[src/design/mlo_mul.sv]
module mlo_mul (
  input  logic                clk,
  input  logic signed [31:0]  a,
  input  logic signed [31:0]  b,
  output logic signed [63:0]  p_r
);

  always_ff @(posedge clk) begin
    p_r <= a * b;
  end

endmodule

[config.mk]
export PLATFORM = sky130hd
export DESIGN_NAME = mlo_mul
export DESIGN_NICKNAME = d
export VERILOG_FILES = /design/src/design/mlo_mul.sv
export SDC_FILE = /design/constraint.sdc
export NUM_CORES = 2
export LEC_CHECK = 0
export BUFFER_PORTS_ARGS = -buffer_cell sky130_fd_sc_hd__buf_2
export CAP_MARGIN = 0
export CORE_ASPECT_RATIO = 1.25
export CORE_MARGIN = 2
export CORE_UTILIZATION = 59
export DETAILED_ROUTE_END_ITERATION = 16
export HOLD_SLACK_MARGIN = 0.03
export PLACE_DENSITY = 0.76
export SETUP_SLACK_MARGIN = 0.1
export SYNTH_ARGS = -nofsm -noshare
export SYNTH_HDL_FRONTEND = slang
export SYNTH_SLANG_ARGS = --single-unit
[constraint.sdc]
create_clock -name clk -period 23 [get_ports clk]
set_input_delay 4.6 -clock clk [delete_from_list [all_inputs] [get_ports clk]]
set_output_delay 4.6 -clock clk [all_outputs]
set_load 0.01 [all_outputs]
Word level (Yosys, flattened, before mapping)
Index checks and enable logic that the tools add are counted.
Storage, ports and cells
  input port bits: 65
  logic and storage cells: 2
  register bits: 64
  output and inout port bits: 64
Cells by class
  $mul: 1
Operators with widths (number)
  $mul A32 B32 Y64: 1

Logic depth before layout (Yosys ltp)
  word-level depth: 1
  gate-level depth with buffers: 28
  mapped depth without buffers: 27

Least setup slack after synthesis
Ideal clock, no wire load.
  kind: input-to-reg
  start point: input port b[2]
  end point: register p_r[62]
  library setup time: 0.072 ns
  cell stages on the path: 24
  path slack: 11.139 ns
  required time: 22.928 ns
  arrival: 11.789 ns
  cell sequence: clkbuf_1 -> nand2_1 -> inv_1 -> fa_1 -> fa_1 -> fa_1 -> fa_1 -> inv_1 -> fa_1 -> inv_1 -> fa_1 -> inv_1 -> fa_1 -> inv_1 -> fa_1 -> ha_1 -> and3_1 -> nand2_1 -> or3_1 -> o22a_1 -> o211ai_1 -> a31oi_1 -> o31ai_1 -> xor2_1
On the way
  cells in the longest elaborated chain, start to end: 1
Ends and longest elaborated chain
  from (decl): line 4  | input logic signed [31:0] b,
  $mul A32 B32 Y64: line 9  | p_r <= a * b;
  to (signal assigned): line 9
  to (decl): line 5  | output logic signed [63:0] p_r
Every way passes these cells.

Worst setup path after layout
  start point: input port b[7]
  end point: register p_r[63]
The elaborated chain is that of the path after synthesis.

==> results.md <==
Floorplanning:
- The number of top-level design ports is about 130.
- The core region area is ~63000 sq um.
- The area of the die is around 65000 sq um.
- The horizontal die dimension is around 230 microns.
- The floorplan has between 100 and 150 rows.
- The initial core utilization is 0.5934.
- The vertical die dimension is 284.9 microns.

Logic synthesis:
- Counting flops with a built-in enable in the synthesized netlist gives 0.
- In this run the cell area of the synthesized design comes to roughly 37000 sq um.
- The largest total area in the synthesized netlist belongs to sky130_fd_sc_hd__fa_1.
- The count of warnings emitted by yosys is 0.
- Of the post-synthesis cell area, the dominant cell type holds 0.5816.
- The number of nets in the synthesized netlist is between 5k and 6k.
- For this run, the leading register cell type out of synthesis is sky130_fd_sc_hd__dfxtp_1.
- After synthesis, the mean cell area works out to 9.589 sq um.
- The number of register bits inferred by synthesis is 64.
- After synthesis, the share of flip-flops with an asynchronous set or reset is 0.
- In this run, distinct cell masters in the synthesized netlist total 63.
- Synthesis produced approximately 3.9k cells.
- The post-synthesis sequential area ratio is 0.03440.
- After synthesis, the cell types taking the most area are sky130_fd_sc_hd__fa_1 58%, sky130_fd_sc_hd__inv_1 9.6%, sky130_fd_sc_hd__and2_1 8.7%.

Worst setup path:
- The critical path data required time is roughly 23 ns.
- The worst setup path is captured at a flip-flop.
- The startpoint class of the critical path is an input port.
- The maximum fanout along the worst path is 32.
- STA puts the critical path data arrival time at ~13 ns.
- By startpoint and endpoint, the worst setup path is classified as in2reg.

Timing:
- After layout, the worst setup slack is 9.939 ns.
- Setup violations remaining at the end of the flow were counted as 0.
- The worst slew margin relative to its limit is 0.2248.
- Setup repair after global routing left no endpoint under its margin.
- The share of the clock period used by the worst path is 0.5679.
- At the pin with the least slew margin, the transition time is 1.163 ns.
- Derived from the worst setup path, the maximum achievable clock frequency is ~77 MHz.
- The count of final max-slew check failures is 0.
- Adding up every negative setup slack in the final design gives 0 ns.
- The worst path needs roughly 13 ns of the cycle, external delays included.
- The final number of hold-violating endpoints is 0.

Cells and area:
- The core occupancy in the finished layout is 0.6156.
- The layout net count is a little over 5k.
- In the layout the commonest cells are 1082 x sky130_fd_sc_hd__fa_1, 952 x sky130_fd_sc_hd__inv_1, 516 x sky130_fd_sc_hd__and2_1, 511 x sky130_fd_sc_hd__nand2_1, 184 x sky130_fd_sc_hd__ha_1.
- The fraction of layout cells with a size suffix above 1 is 0.04883.
- In the final layout, the registers with the most flip-flops are p_r x64.
- More flip-flops sit in one register than any other, and that register is p_r.
- The finished cells cover 38640 sq um.
- The most common cell after layout, fill and taps aside is sky130_fd_sc_hd__fa_1.
- The register with the most flip-flops in the layout has 64 of them.
- The area growth from synthesis to final layout is 3.743%.

Placed design:
- The global placer's final weighted congestion is approximately 0.92.
- The wire-length estimate of the detail-placed layout is 76070 microns.
- The quantity of I/O buffers inserted on ports is about 130.
- The setup slack after placement is 9.586 ns.
- Summing all placed instances gives a cell area of ~38000 sq um.

Route:
- For this run, the detailed router's first-pass iteration total came to 5.
- The routed design has ~96000 microns of wire.
- The final route contains between 20k and 30k vias.
- The number of nets still failing antenna checks after routing is 0.
- The residual DRC count is 0.
- The final routed wire length divided by cell count is slightly above 20 microns.
- The per-cell via count in the routed design is 5.600.
- The DRC violation total after the first TritonRoute iteration is 1608.

Flow run:
- Across the run, the number of max-cap violations was 0.

GRT:
- The total global routing overflow is 0.
- Across every metal layer, demand over resource in global routing totals 0.3169.
- The number of global-route vias before repair is between 30k and 40k.
- The first global-routing pass estimated roughly 160000 microns of wire.
- The largest net degree at the start of global routing is 33.
- The number of antenna violations at the first check in global routing is 5.

Clock network:
- The number of clock buffers added by TritonCTS is 9.
- CTS placed an instance of sky130_fd_sc_hd__clkbuf_16 at the clock tree root.
- The H-tree depth is 3.
- For this design, the sink count on the clock tree is 64.
- In this run, post-CTS hold repair placed 0 buffers.
- The maximum number of buffers from clock root to sink is 2.
- The number of setup buffers added after CTS is 0.
- After clock tree synthesis, the clock-pin slew on the worst setup and hold paths is approximately 0.070 ns.
- The TritonCTS clock tree is yes.
- After clock tree synthesis, the repair step resized 0 gates.

Run status:
- The flow ran to the end, and the final reports show no timing, DRC or antenna violations.

Hold path:
- The classification of the worst-slack hold path is in2reg.
## critical path, cell delays in order
cell	delay, ns
sky130_fd_sc_hd__buf_2	0.57
sky130_fd_sc_hd__and2_1	0.24
sky130_fd_sc_hd__fa_1	0.43
sky130_fd_sc_hd__inv_1	0.24
sky130_fd_sc_hd__fa_1	0.46
sky130_fd_sc_hd__inv_1	0.23
sky130_fd_sc_hd__fa_1	0.50
sky130_fd_sc_hd__fa_1	0.96
sky130_fd_sc_hd__inv_1	0.46
sky130_fd_sc_hd__fa_1	0.60
sky130_fd_sc_hd__inv_1	0.05
sky130_fd_sc_hd__fa_1	0.52
sky130_fd_sc_hd__inv_1	0.05
sky130_fd_sc_hd__fa_1	0.48
sky130_fd_sc_hd__inv_1	0.06
sky130_fd_sc_hd__fa_1	0.46
sky130_fd_sc_hd__ha_1	0.37
sky130_fd_sc_hd__a21o_1	0.19
sky130_fd_sc_hd__a21o_1	0.16
sky130_fd_sc_hd__a21oi_1	0.33
sky130_fd_sc_hd__nand3b_1	0.17
sky130_fd_sc_hd__a311oi_1	0.73
sky130_fd_sc_hd__o31ai_1	0.17
sky130_fd_sc_hd__a21oi_1	0.20
sky130_fd_sc_hd__xnor2_1	0.13
## through the flow
stage	std cells	hold WS [ns]
2_1_floorplan	3884	4.727
3_3_place_gp	4674	4.994
3_5_place_dp	4674	4.997
4_1_cts	4690	4.764
5_1_grt	4691	4.791
6_report	4691	4.785
## cells by family (layout without fill, tap and decap cells)
kind of cell | Yosys count | in the layout | synth area share
AO/OA/AOI/OAI | 193 | 193 | 0.03464
XOR/XNOR | 75 | 75 | 0.01764
adder cells (fa/ha/maj) | 1266 | 1266 | 0.6434
buffers and inverters | 1152 | 1118 | 0.1162
flip-flops | 64 | 64 | 0.03440
other | 0 | 1 | 0
AND/OR/NAND/NOR | 1134 | 1134 | 0.1537
## layout make-up
class	count	area [sq um]
antenna	1	2.502
clock buffer	10	229.0
clock inverter	6	60.06
fill	5275	24130
inverter	952	3573
multi-input combinational	2668	31630
sequential	64	1281
tap	840	1051
timing repair buffer	150	805.8
## Yosys cell counts, types with 4 or more instances
library cell and n:
sky130_fd_sc_hd__nor2_1 42, sky130_fd_sc_hd__ha_1 184, sky130_fd_sc_hd__inv_1 952, sky130_fd_sc_hd__nor3_1 6
sky130_fd_sc_hd__xnor2_1 53, sky130_fd_sc_hd__and3_1 7, sky130_fd_sc_hd__xor2_1 22, sky130_fd_sc_hd__nand3_1 15
sky130_fd_sc_hd__a31oi_1 12, sky130_fd_sc_hd__o31ai_1 6, sky130_fd_sc_hd__nand2b_1 9, sky130_fd_sc_hd__clkbuf_1 195
sky130_fd_sc_hd__dfxtp_1 64, sky130_fd_sc_hd__or3_1 4, sky130_fd_sc_hd__and2_1 516, sky130_fd_sc_hd__a211oi_1 4
sky130_fd_sc_hd__a21o_1 23, sky130_fd_sc_hd__fa_1 1082, sky130_fd_sc_hd__a21oi_1 68, sky130_fd_sc_hd__nand4_1 7
sky130_fd_sc_hd__o21ai_0 28, sky130_fd_sc_hd__nand2_1 511, sky130_fd_sc_hd__o21a_1 4, sky130_fd_sc_hd__o21bai_1 15
## per-layer routing
layer  up-vias  wire, microns  global-route usage
li1      10968              -                   -
met1     13802          32160              0.3559
met2      1110          50740              0.5636
met3       384           5575             0.04280
met4         6           7379              0.2136
met5         -             36                   0
## path summary, 6_finish.rpt
check | start | end | slack, ns | cells past startpoint
min | b[0] | p_r[0]$_DFF_P_ | 4.78 | 2
max | b[7] | p_r[63]$_DFF_P_ | 9.94 | 25
Power is not shown: default switching activity piles up to over one toggle a cycle in this logic, so the estimate is an artifact.
